**src/rtl/core/sha_pkg.sv**
```systemverilog
// ----------------------------------------------------------------------------
// sha_pkg
// Shared types, constants and round functions for the SHA-256 digest block.
// ----------------------------------------------------------------------------
package sha_pkg;

    // One message byte as it arrives on the input channel.
    typedef struct packed {
        logic [7:0] data_byte;
        logic       has_data;
        logic       end_of_message;
    } msg_t;

    // One word of the final hash value.
    typedef struct packed {
        logic [31:0] digest_word;
        logic [2:0]  word_index;
        logic        last_word;
    } digest_t;

    // Sequencer states.
    typedef enum logic [2:0] {
        ST_IDLE,
        ST_LOAD,
        ST_ROUND,
        ST_UPDATE,
        ST_OUT
    } state_t;

    // What the block being compressed is made of.
    typedef enum logic [1:0] {
        BLK_DATA,    // sixteen message words
        BLK_PAD,     // message words, the 0x80 marker, zeros
        BLK_PADLEN,  // as above, with the bit length in the last two words
        BLK_LEN      // zeros and the bit length only
    } blk_kind_t;

    localparam int WORDS      = 16;
    localparam int LEN_HI_IDX = 14;
    localparam int LEN_LO_IDX = 15;
    localparam logic [5:0] PAD_LIMIT = 6'd56;
    localparam logic [7:0] PAD_BYTE  = 8'h80;

    localparam logic [31:0] INIT_HASH [8] = '{
        32'h6a09e667, 32'hbb67ae85, 32'h3c6ef372, 32'ha54ff53a,
        32'h510e527f, 32'h9b05688c, 32'h1f83d9ab, 32'h5be0cd19
    };

    localparam logic [31:0] ROUND_K [64] = '{
        32'h428a2f98, 32'h71374491, 32'hb5c0fbcf, 32'he9b5dba5,
        32'h3956c25b, 32'h59f111f1, 32'h923f82a4, 32'hab1c5ed5,
        32'hd807aa98, 32'h12835b01, 32'h243185be, 32'h550c7dc3,
        32'h72be5d74, 32'h80deb1fe, 32'h9bdc06a7, 32'hc19bf174,
        32'he49b69c1, 32'hefbe4786, 32'h0fc19dc6, 32'h240ca1cc,
        32'h2de92c6f, 32'h4a7484aa, 32'h5cb0a9dc, 32'h76f988da,
        32'h983e5152, 32'ha831c66d, 32'hb00327c8, 32'hbf597fc7,
        32'hc6e00bf3, 32'hd5a79147, 32'h06ca6351, 32'h14292967,
        32'h27b70a85, 32'h2e1b2138, 32'h4d2c6dfc, 32'h53380d13,
        32'h650a7354, 32'h766a0abb, 32'h81c2c92e, 32'h92722c85,
        32'ha2bfe8a1, 32'ha81a664b, 32'hc24b8b70, 32'hc76c51a3,
        32'hd192e819, 32'hd6990624, 32'hf40e3585, 32'h106aa070,
        32'h19a4c116, 32'h1e376c08, 32'h2748774c, 32'h34b0bcb5,
        32'h391c0cb3, 32'h4ed8aa4a, 32'h5b9cca4f, 32'h682e6ff3,
        32'h748f82ee, 32'h78a5636f, 32'h84c87814, 32'h8cc70208,
        32'h90befffa, 32'ha4506ceb, 32'hbef9a3f7, 32'hc67178f2
    };

    function automatic logic [31:0] rotr(input logic [31:0] x, input int n);
        rotr = (x >> n) | (x << (32 - n));
    endfunction

    function automatic logic [31:0] big_sig0(input logic [31:0] x);
        big_sig0 = rotr(x, 2) ^ rotr(x, 13) ^ rotr(x, 22);
    endfunction

    function automatic logic [31:0] big_sig1(input logic [31:0] x);
        big_sig1 = rotr(x, 6) ^ rotr(x, 11) ^ rotr(x, 25);
    endfunction

    function automatic logic [31:0] small_sig0(input logic [31:0] x);
        small_sig0 = rotr(x, 7) ^ rotr(x, 18) ^ (x >> 3);
    endfunction

    function automatic logic [31:0] small_sig1(input logic [31:0] x);
        small_sig1 = rotr(x, 17) ^ rotr(x, 19) ^ (x >> 10);
    endfunction

endpackage

```
**src/rtl/core/sha_ram.sv**
```systemverilog
// ----------------------------------------------------------------------------
// sha_ram
// Generic single-write, single-read RAM with a registered read port.
// ----------------------------------------------------------------------------
module sha_ram #(
    parameter int WIDTH = 32,
    parameter int DEPTH = 16
) (
    input  logic                     clk,
    input  logic                     we,
    input  logic [$clog2(DEPTH)-1:0] waddr,
    input  logic [WIDTH-1:0]         wdata,
    input  logic [$clog2(DEPTH)-1:0] raddr,
    output logic [WIDTH-1:0]         rdata
);

    logic [WIDTH-1:0] mem [DEPTH];

    // Write port and registered read port.
    always_ff @(posedge clk)
    begin
        if (we)
        begin
            mem[waddr] <= wdata;
        end
        rdata <= mem[raddr];
    end

endmodule

```
**src/rtl/core/sha256_message_digest.sv**
```systemverilog
// ----------------------------------------------------------------------------
// sha256_message_digest
// SHA-256 digest of a byte stream, one byte per transfer.
// ----------------------------------------------------------------------------
// A byte transfer is taken while the block is idle; every fourth byte is
// written as a big-endian word into a 16-word block RAM. When a block fills,
// or at end of message, the block stalls its input while it compresses the
// block: the load streams the RAM (one read a cycle, through its registered
// read port) into the message schedule window, the 64 rounds run one a
// cycle, and the update folds the working words into the chaining value. An
// end of message compresses one or two padded blocks, then offers the eight
// digest words, one a cycle unless stalled, before the next message starts.
module sha256_message_digest (
    input  logic             clk,
    input  logic             rst_n,
    input  sha_pkg::msg_t    msg,
    input  logic             msg_valid,
    output logic             msg_stall,
    output sha_pkg::digest_t digest,
    output logic             digest_valid,
    input  logic             digest_stall
);

    sha_pkg::state_t    state_reg, state_next;
    sha_pkg::blk_kind_t kind_reg, kind_next;
    logic               endp_reg, endp_next;
    logic [5:0]         fill_reg, fill_next;
    logic [63:0]        len_reg, len_next;
    logic [31:0]        part_reg, part_next;
    logic [4:0]         ld_cnt_reg, ld_cnt_next;
    logic [5:0]         rnd_reg, rnd_next;
    logic [2:0]         idx_reg, idx_next;
    logic [31:0]        chain_reg [8];
    logic [31:0]        chain_next [8];
    logic [31:0]        v_reg [8];
    logic [31:0]        v_next [8];
    logic [31:0]        win_reg [16];
    logic [31:0]        win_next [16];

    logic               ram_we;
    logic [3:0]         ram_waddr;
    logic [31:0]        ram_wdata;
    logic [3:0]         ram_raddr;
    logic [31:0]        ram_rdata;

    logic               in_xfer;
    logic               out_xfer;
    logic [31:0]        ins_word;
    logic [31:0]        pad_word;
    logic [3:0]         cap_idx;
    logic [31:0]        cap_word;
    logic [31:0]        sched_word;
    logic [31:0]        tmp1;
    logic [31:0]        tmp2;
    logic [5:0]         fill_after;

    sha_ram #(
        .WIDTH (32),
        .DEPTH (sha_pkg::WORDS)
    ) u_block_ram (
        .clk   (clk),
        .we    (ram_we),
        .waddr (ram_waddr),
        .wdata (ram_wdata),
        .raddr (ram_raddr),
        .rdata (ram_rdata)
    );

    // Handshakes and output payload.
    assign msg_stall           = (state_reg != sha_pkg::ST_IDLE);
    assign in_xfer             = msg_valid && !msg_stall;
    assign digest_valid        = (state_reg == sha_pkg::ST_OUT);
    assign out_xfer            = digest_valid && !digest_stall;
    assign digest.digest_word  = chain_reg[idx_reg];
    assign digest.word_index   = idx_reg;
    assign digest.last_word    = (idx_reg == 3'd7);

    // Byte placement and the padding word of the current partial word.
    assign ins_word = {msg.data_byte, 24'h0} >> {fill_reg[1:0], 3'b000};
    assign pad_word = ((fill_reg[1:0] == 2'd0) ? 32'h0 : part_reg)
                    | ({sha_pkg::PAD_BYTE, 24'h0} >> {fill_reg[1:0], 3'b000});
    assign fill_after = msg.has_data ? 6'(fill_reg + 6'd1) : fill_reg;

    // RAM ports: bytes complete words during idle, loads read in order.
    assign ram_we    = in_xfer && msg.has_data && (fill_reg[1:0] == 2'd3);
    assign ram_waddr = fill_reg[5:2];
    assign ram_wdata = part_reg | ins_word;
    assign ram_raddr = ld_cnt_reg[3:0];

    // Word captured into the schedule window, chosen by block kind.
    assign cap_idx = 4'(ld_cnt_reg - 5'd1);
    always_comb
    begin
        cap_word = 32'h0;
        case (kind_reg)
            sha_pkg::BLK_DATA:
            begin
                cap_word = ram_rdata;
            end
            sha_pkg::BLK_PAD, sha_pkg::BLK_PADLEN:
            begin
                if (cap_idx < fill_reg[5:2])
                begin
                    cap_word = ram_rdata;
                end
                else if (cap_idx == fill_reg[5:2])
                begin
                    cap_word = pad_word;
                end
                else if (kind_reg == sha_pkg::BLK_PADLEN && cap_idx == 4'(sha_pkg::LEN_HI_IDX))
                begin
                    cap_word = len_reg[63:32];
                end
                else if (kind_reg == sha_pkg::BLK_PADLEN && cap_idx == 4'(sha_pkg::LEN_LO_IDX))
                begin
                    cap_word = len_reg[31:0];
                end
            end
            sha_pkg::BLK_LEN:
            begin
                if (cap_idx == 4'(sha_pkg::LEN_HI_IDX))
                begin
                    cap_word = len_reg[63:32];
                end
                else if (cap_idx == 4'(sha_pkg::LEN_LO_IDX))
                begin
                    cap_word = len_reg[31:0];
                end
            end
            default:
            begin
                cap_word = 32'h0;
            end
        endcase
    end

    // Round arithmetic and next schedule word.
    assign sched_word = win_reg[0] + sha_pkg::small_sig0(win_reg[1]) + win_reg[9]
                      + sha_pkg::small_sig1(win_reg[14]);
    assign tmp1 = v_reg[7] + sha_pkg::big_sig1(v_reg[4])
                + ((v_reg[4] & v_reg[5]) ^ (~v_reg[4] & v_reg[6]))
                + sha_pkg::ROUND_K[rnd_reg] + win_reg[0];
    assign tmp2 = sha_pkg::big_sig0(v_reg[0])
                + ((v_reg[0] & v_reg[1]) ^ (v_reg[0] & v_reg[2]) ^ (v_reg[1] & v_reg[2]));

    // Sequencer: next state and datapath updates.
    always_comb
    begin
        state_next  = state_reg;
        kind_next   = kind_reg;
        endp_next   = endp_reg;
        fill_next   = fill_reg;
        len_next    = len_reg;
        part_next   = part_reg;
        ld_cnt_next = ld_cnt_reg;
        rnd_next    = rnd_reg;
        idx_next    = idx_reg;
        chain_next  = chain_reg;
        v_next      = v_reg;
        win_next    = win_reg;
        case (state_reg)
            sha_pkg::ST_IDLE:
            begin
                if (in_xfer)
                begin
                    if (msg.has_data)
                    begin
                        part_next = (fill_reg[1:0] == 2'd0) ? ins_word : (part_reg | ins_word);
                        fill_next = fill_after;
                        len_next  = len_reg + 64'd8;
                    end
                    ld_cnt_next = 5'd0;
                    if (msg.has_data && fill_reg == 6'd63)
                    begin
                        state_next = sha_pkg::ST_LOAD;
                        kind_next  = sha_pkg::BLK_DATA;
                        endp_next  = msg.end_of_message;
                    end
                    else if (msg.end_of_message)
                    begin
                        state_next = sha_pkg::ST_LOAD;
                        kind_next  = (fill_after >= sha_pkg::PAD_LIMIT) ?
                                     sha_pkg::BLK_PAD : sha_pkg::BLK_PADLEN;
                        endp_next  = 1'b0;
                    end
                end
            end
            sha_pkg::ST_LOAD:
            begin
                ld_cnt_next = ld_cnt_reg + 5'd1;
                if (ld_cnt_reg != 5'd0)
                begin
                    for (int j = 0; j < 15; j++)
                    begin
                        win_next[j] = win_reg[j + 1];
                    end
                    win_next[15] = cap_word;
                end
                if (ld_cnt_reg == 5'd16)
                begin
                    state_next = sha_pkg::ST_ROUND;
                    rnd_next   = 6'd0;
                    v_next     = chain_reg;
                end
            end
            sha_pkg::ST_ROUND:
            begin
                for (int j = 0; j < 15; j++)
                begin
                    win_next[j] = win_reg[j + 1];
                end
                win_next[15] = sched_word;
                v_next[7] = v_reg[6];
                v_next[6] = v_reg[5];
                v_next[5] = v_reg[4];
                v_next[4] = v_reg[3] + tmp1;
                v_next[3] = v_reg[2];
                v_next[2] = v_reg[1];
                v_next[1] = v_reg[0];
                v_next[0] = tmp1 + tmp2;
                rnd_next  = rnd_reg + 6'd1;
                if (rnd_reg == 6'd63)
                begin
                    state_next = sha_pkg::ST_UPDATE;
                end
            end
            sha_pkg::ST_UPDATE:
            begin
                for (int j = 0; j < 8; j++)
                begin
                    chain_next[j] = chain_reg[j] + v_reg[j];
                end
                ld_cnt_next = 5'd0;
                case (kind_reg)
                    sha_pkg::BLK_DATA:
                    begin
                        if (endp_reg)
                        begin
                            state_next = sha_pkg::ST_LOAD;
                            kind_next  = sha_pkg::BLK_PADLEN;
                            endp_next  = 1'b0;
                        end
                        else
                        begin
                            state_next = sha_pkg::ST_IDLE;
                        end
                    end
                    sha_pkg::BLK_PAD:
                    begin
                        state_next = sha_pkg::ST_LOAD;
                        kind_next  = sha_pkg::BLK_LEN;
                    end
                    default:
                    begin
                        state_next = sha_pkg::ST_OUT;
                        idx_next   = 3'd0;
                    end
                endcase
            end
            sha_pkg::ST_OUT:
            begin
                if (out_xfer)
                begin
                    idx_next = idx_reg + 3'd1;
                    if (idx_reg == 3'd7)
                    begin
                        state_next = sha_pkg::ST_IDLE;
                        chain_next = sha_pkg::INIT_HASH;
                        fill_next  = 6'd0;
                        len_next   = 64'd0;
                    end
                end
            end
            default:
            begin
                state_next = sha_pkg::ST_IDLE;
            end
        endcase
    end

    // Control and chaining state.
    always_ff @(posedge clk or negedge rst_n)
    begin
        if (!rst_n)
        begin
            state_reg  <= sha_pkg::ST_IDLE;
            kind_reg   <= sha_pkg::BLK_DATA;
            endp_reg   <= 1'b0;
            fill_reg   <= 6'd0;
            len_reg    <= 64'd0;
            ld_cnt_reg <= 5'd0;
            rnd_reg    <= 6'd0;
            idx_reg    <= 3'd0;
            chain_reg  <= sha_pkg::INIT_HASH;
        end
        else
        begin
            state_reg  <= state_next;
            kind_reg   <= kind_next;
            endp_reg   <= endp_next;
            fill_reg   <= fill_next;
            len_reg    <= len_next;
            ld_cnt_reg <= ld_cnt_next;
            rnd_reg    <= rnd_next;
            idx_reg    <= idx_next;
            chain_reg  <= chain_next;
        end
    end

    // Working words, schedule window and partial word.
    always_ff @(posedge clk)
    begin
        part_reg <= part_next;
        v_reg    <= v_next;
        win_reg  <= win_next;
    end

endmodule

```
**config.mk**
```make
export PLATFORM = sky130hd
export DESIGN_NAME = sha256_message_digest
export DESIGN_NICKNAME = d
export VERILOG_FILES = /design/src/rtl/core/sha_pkg.sv /design/src/rtl/core/sha_ram.sv /design/src/rtl/core/sha256_message_digest.sv
export SDC_FILE = /design/constraint.sdc
export NUM_CORES = 2
export LEC_CHECK = 0
export BUFFER_PORTS_ARGS = -buffer_cell sky130_fd_sc_hd__buf_2
export CAP_MARGIN = 15
export CORE_MARGIN = 1
export CORE_UTILIZATION = 30
export CTS_CLUSTER_DIAMETER = 100
export DETAILED_ROUTE_END_ITERATION = 10
export GPL_TIMING_DRIVEN = 0
export PLACE_DENSITY = 0.52
export SETUP_SLACK_MARGIN = 0.02
export SLEW_MARGIN = 5
export SYNTH_ARGS = -nofsm -noshare
export SYNTH_HDL_FRONTEND = slang
export SYNTH_SLANG_ARGS = --single-unit
export TNS_END_PERCENT = 100
```
**constraint.sdc**
```tcl
create_clock -name clk -period 96.1 [get_ports clk]
set_clock_uncertainty 0.1 [all_clocks]
set_input_delay 19.22 -clock clk [delete_from_list [all_inputs] [get_ports clk]]
set_output_delay 19.22 -clock clk [all_outputs]
set_load 0.02 [all_outputs]
```
Yosys cells after proc, flatten, opt, wreduce, memory -nomap -nowiden
Memory sizes are Yosys's and may differ from the RTL's. A register that Yosys moved wholly into a read port is not among the register bits.
Index checks and enable logic that the tools add are counted.
- $add $sub $neg: 24
- $mul: 0
- divide/modulo/power cells: 0
- $lt $le $gt $ge: 4
- equal/unequal tests: 27
- shift operators: 2
- muxes and demuxes: 63
- bitwise operators: 31
- reduce and logical (&&, ||, !) cells: 31
- operators with widths (operator ; count):
    256-bit case mux with 2 select lines ; 2
    512-bit case mux with 2 select lines ; 1
    256-bit two-way mux ; 3
    32-bit adder ; 18
    512-bit two-way mux ; 1
    32-bit two-way mux ; 12
    32-bit XOR ; 9
    64-bit two-way mux ; 4
    32-bit bitwise AND ; 5
    64-bit case mux with 2 select lines ; 1
    32-bit binary-select mux with 3-bit select ; 1
    32-bit case mux with 3 select lines ; 1
    64-bit by 4-bit adder with 64-bit output, second input constant ; 1
    32-bit bitwise OR ; 2
    6-bit two-way mux ; 6
    32-bit inverter ; 1
    10-bit by 32-bit bitwise OR with 32-bit output ; 1
    13-bit by 32-bit bitwise OR with 32-bit output ; 1
    14-bit by 32-bit bitwise OR with 32-bit output ; 1
    15-bit by 32-bit bitwise OR with 32-bit output ; 1
    19-bit by 32-bit bitwise OR with 32-bit output ; 1
    21-bit by 32-bit bitwise OR with 32-bit output ; 1
    25-bit by 32-bit bitwise OR with 32-bit output ; 1
    26-bit by 32-bit bitwise OR with 32-bit output ; 1
    51 further kinds ; 106
- bits in registers: 1146
- bits in latches: 0
- bits in writable memories: 512
- bits in read-only memories: 2048
- input port bits: 14
- output and inout port bits: 38
- word-level logic and storage cells: 225
- memories: 2
- memories (memory ; words ; width ; read ports ; clocked after memory_dff ; write ports ; RTL line ; RTL):
    (no name shown) ; 64 ; 32 ; 1 ; 0 ; 0 ; sha256_message_digest.sv:142 ; + sha_pkg::ROUND_K[rnd_reg] + win_reg[0];
    u_block_ram.mem ; 16 ; 32 ; 1 ; 1 ; 1 ; sha_ram.sv:17 ; logic [WIDTH-1:0] mem [DEPTH];

Longest topological paths before layout
- depth in word-level cells: 10
- depth in mapped cells: 41
- depth with buffers taken out: 39

By module
From an unflattened synthesis, not the netlist that was laid out.
- cell total of the unflattened synthesis: 8062
- area, all modules: 93055.5 sq um
- by module, submodules not included (module ; instances ; cells each ; area an instance (sq um) ; sequential area each (sq um)):
    sha256_message_digest ; 1 ; 7224 ; 73220.2 ; 32776.4
    sha_ram ; 1 ; 838 ; 19835.3 ; 16015.4

Worst setup path before layout
No wires, ideal clock.
- path kind: reg2reg
- start point: reg ld_cnt_reg[1]
- end point: reg win_reg[0] (netlist name) (enable)
- setup time: 2.098 ns
- arrival: 37.190 ns
- required time: 93.902 ns
- path slack: 56.713 ns
- stages on the path, launching flop included: 8
- path buffers: 3
- period minus slack after synthesis: 39.387 ns
- cell sequence: dfrtp_1 > clkbuf_1 > clkbuf_1 > clkbuf_1 > inv_1 > ha_1 > nor4b_1 > o21ai_0
- cells in the longest elaborated chain, start to end: 3
- RTL lines (item ; RTL line ; RTL):
    start, declared ; sha256_message_digest.sv:30 ; logic [4:0] ld_cnt_reg, ld_cnt_next;
    start signal, assigned ; sha256_message_digest.sv:303 ; ld_cnt_reg <= ld_cnt_next;
    5-bit nonzero test ; sha256_message_digest.sv:191 ; if (ld_cnt_reg != 5'd0)
    2-bit inequality test (no source line) ; -- ;
    2-bit AND reduction (no source line) ; -- ;
    end signal, assigned ; sha256_message_digest.sv:315 ; win_reg <= win_next;
    end, declared ; sha256_message_digest.sv:37 ; logic [31:0] win_reg [16];
No other way between the ends.
A chain may end at the register's enable or synchronous reset.

==> results.yml <==
yosys:
  synth.area.top_cells: "sky130_fd_sc_hd__edfxtp_1 (42%), sky130_fd_sc_hd__ha_1 (5.6%), sky130_fd_sc_hd__dfrtp_1 (5.6%)"
  synth_top_area_share_pct: 42.2
  mappedNetlistNets: 8670
  syn_area_um2: 93300
  syn_avg_cell_area_um2: 11.6
  async_flop_share_pct: 20.3
  synth_sequential_area_ratio_pct: 52.3
  synth_commonest_cells: "sky130_fd_sc_hd__edfxtp_1 (1,312), sky130_fd_sc_hd__nand2_1 (1,114), sky130_fd_sc_hd__o21ai_0 (571)"
  synth_top_family_by_area: "compound AO/OA/AOI/OAI gates"
  synthesis_stage_register_bit_count: 1687
  post-synth-top-count-cell: "sky130_fd_sc_hd__edfxtp_1"
  synth-compound-area-share_pct: 12.4
  post_synth_num_cell_types: 101
  synth-adder-area-share_pct: 9.80
  synth-edff-count: 1312
  yosys.area_share.simple_pct: 9.47
  synth-xor-area-share_pct: 5.84
  synth_ff_type: "sky130_fd_sc_hd__edfxtp_1"
  synthCells: 8045
  synth.area.mux_share_pct: 6.43
  synth-warning-count: 0
  synth_top_area_cell: "sky130_fd_sc_hd__edfxtp_1"
grt:
  global_routing_met3_resource_utilization_pct: 3.75
  grt_antenna_before_repair: 37
  groute.layer.met1.usage_pct: 30.9
  busiest_layer: "met2"
  global_route.usage.met2_pct: 32.5
  grt_pass1_wl_um: 495000
  grt_pass1_vias: 66000
  grt_util_all_layers_pct: 22.0
  grt_start_max_net_pins: 95
  gr_ovfl_total: 0
placement:
  routability_congestion_estimate_from_global_placement: 1.00
  preCtsSetupSlack_ns: 73.07
  dp.final_hpwl_um: 269000
  numPortBuffers: 51
  post_dp_cell_area_um2: 100000
finish:
  final_cell_area_um2: 107000
  layout.filler_cells: 30500
  areaGrowthSynthToFinish_pct: 14.4
  nets: 8995
  finish.utilization_pct: 34.5
  post_route_cells_drive_above_1_share_pct: 10.8
timing:
  setup-tns-final_ns: 0
  timing.max_slew.rel_slack_pct: 13.2
  finalMaxSlewViolations: 0
  timing.final.hold_violations: 0
  setup-violations-final: 0
  max_freq_mhz: 41.9
  unrepaired_setup_endpoints_after_global_routing: "no"
  post-route-period-util_pct: 24.8
  fin_ws_ns: 72.26
  post-route-min-period_ns: 23.84
  worst_pin_slew_ns: 1.30
route:
  routedWlPerCell_um: 27.8
  residual_antenna_violating_net_count_after_detailed_routing: 0
  wl_um: 352000
  detailroute.via_count: 68100
  first_iter_violations: 8062
  detailed_route_vias_per_instance: 5.39
  dr.pass1.iters: 9
  residual_drc: 4
worst_setup_path:
  critical_path.most_common_cell: "sky130_fd_sc_hd__buf_2"
  timing_worst_setup_path_type: "flop to output pin"
  critPathLaunchType: "flop"
  r2r_end: "v_reg[247]"
  cp_slowest_cell: "sky130_fd_sc_hd__o21ai_1"
  worst_setup_path_end_kind: "output pin"
  cp_cell_sequence: "clkbuf_2 -> buf_2 -> mux4_2 -> o21ai_1 -> buf_2"
  r2r_setup_slack_ns: 83.56
  critical_path_required_ns: 76.78
  worstPathArrival_ns: 4.52
  max_stage_delay_ns: 0.75
  critical_path_peak_fanout: 10
  r2r_start: "rnd_reg[2]"
  rr_worst_depth: 38
floorplanning:
  design.die.area_um2: 313000
  std_cell_rows: 204
  starting_utilization_of_the_core_area_pct: 30.2
  dieHeight_um: 560
  io-pin-count: 52
  design.core.area_um2: 309000
  die_width_um: 560
clocking:
  clk_root_buffer_cell: "sky130_fd_sc_hd__clkbuf_16"
  cts-htree-levels: 4
  insertion_delay_ns: 0.89
  post_cts_resize_count: 0
  cts_setup_buffers: 0
  clk_pin_slew_ns: 0.06
  cts.sinks: 1687
  cts_hold_buf: 0
  cts-buffers-inserted: 192
  clockBufferDepth: 4
  cts_tree: "yes"
outcome:
  violations: "design-rule violations"
  run_status: "complete, but fails checks"
hold_path:
  worstHoldPathCells: 0
  hold_path_class: "flop to flop"
  worst_hold_startpoint: "win_reg[278]"
  holdPathEnd: "win_reg[310]"
job:
  max-cap-violations: 0
-- through the flow --
| step | hold slack [ns] | std cells |
|---|---|---|
| CTS | 0.275 | 12600 |
| finish | 0.282 | 12600 |
| floorplan | 0.300 | 8045 |
| global route | 0.278 | 12600 |
| global placement | 0.301 | 12200 |
| detailed placement | 0.305 | 12300 |
-- worst max-delay path: cells and delay by family, from the launching register on --
family	cells	cell delay, ns
multiplexers	1	0.65
AO/OA/AOI/OAI	1	0.75
flip-flops	1	0.59
buffers and inverters	3	1.65
-- kinds of logic (layout without fill, tap and decap cells) --
kind of cell	Yosys count	after routing
buffers and inverters	938	1413
adders and majority gates	614	614
other	0	9
xor gates and xnor gates	622	622
muxes	306	306
AOI/OAI and AO/OA	1843	1843
DFF	1687	1687
and+or+nand+nor	2035	2035
-- layout make-up --
class,count,area [um^2],share of cell area (%)
Clock buffer,240,5090,4.77
Tap cell,4120,5150,4.83
Sequential cell,1687,48800,45.7
Buffer,377,1460,1.36
Multi-Input combinational cell,5420,41100,38.5
Timing Repair Buffer,131,1790,1.67
Inverter,561,2110,1.98
Clock inverter,104,1170,1.10
Antenna cell,9,22.5,0.0211
-- how the worst max path moves through the flow --
stage / from / to / slack (ns) / depth (start not counted)
after floorplan: ld_cnt_reg[1] / win_reg[0] / 56.71 / 7
after global routing: idx_reg[0] / digest[5] / 72.22 / 5
after CTS: idx_reg[0] / digest[5] / 72.23 / 5
after detailed placement: digest_stall / len_reg[62] / 73.07 / 11
after global placement: ld_cnt_reg[1] / win_reg[458] / 42.10 / 7
final: idx_reg[0] / digest[5] / 72.26 / 5
-- layer usage --
layer | wire length [um] | part of all wire, %
met5 | 82 | 0.023
met1 | 152000 | 43
met4 | 19700 | 5.6
met2 | 149000 | 42
met3 | 30500 | 8.7
-- cell usage in the layout (no fill, tap or decap), drive strengths merged, types with 16 or more instances in the layout --
master,count
a211oi,48
a21o,192
a21oi,456
a22o,44
a22oi,50
a31oi,41
and2,22
and3,40
buf,177
bufinv,22
clkbuf,571
clkinv,66
dfrtp,207
dfstp,136
dfxtp,32
edfxtp,1312
fa,195
ha,416
inv,569
mux2,62
mux2i,16
mux4,228
nand2,1114
nand2b,72
nand3,142
nand4,41
nor2,351
nor2b,45
nor3,113
o211ai,28
o21a,52
o21ai,642
o21bai,42
o311ai,18
o31ai,31
or3,34
xnor2,323
xor2,299
Power is not shown: default switching activity piles up to over one toggle a cycle in this logic, so the estimate is an artifact.
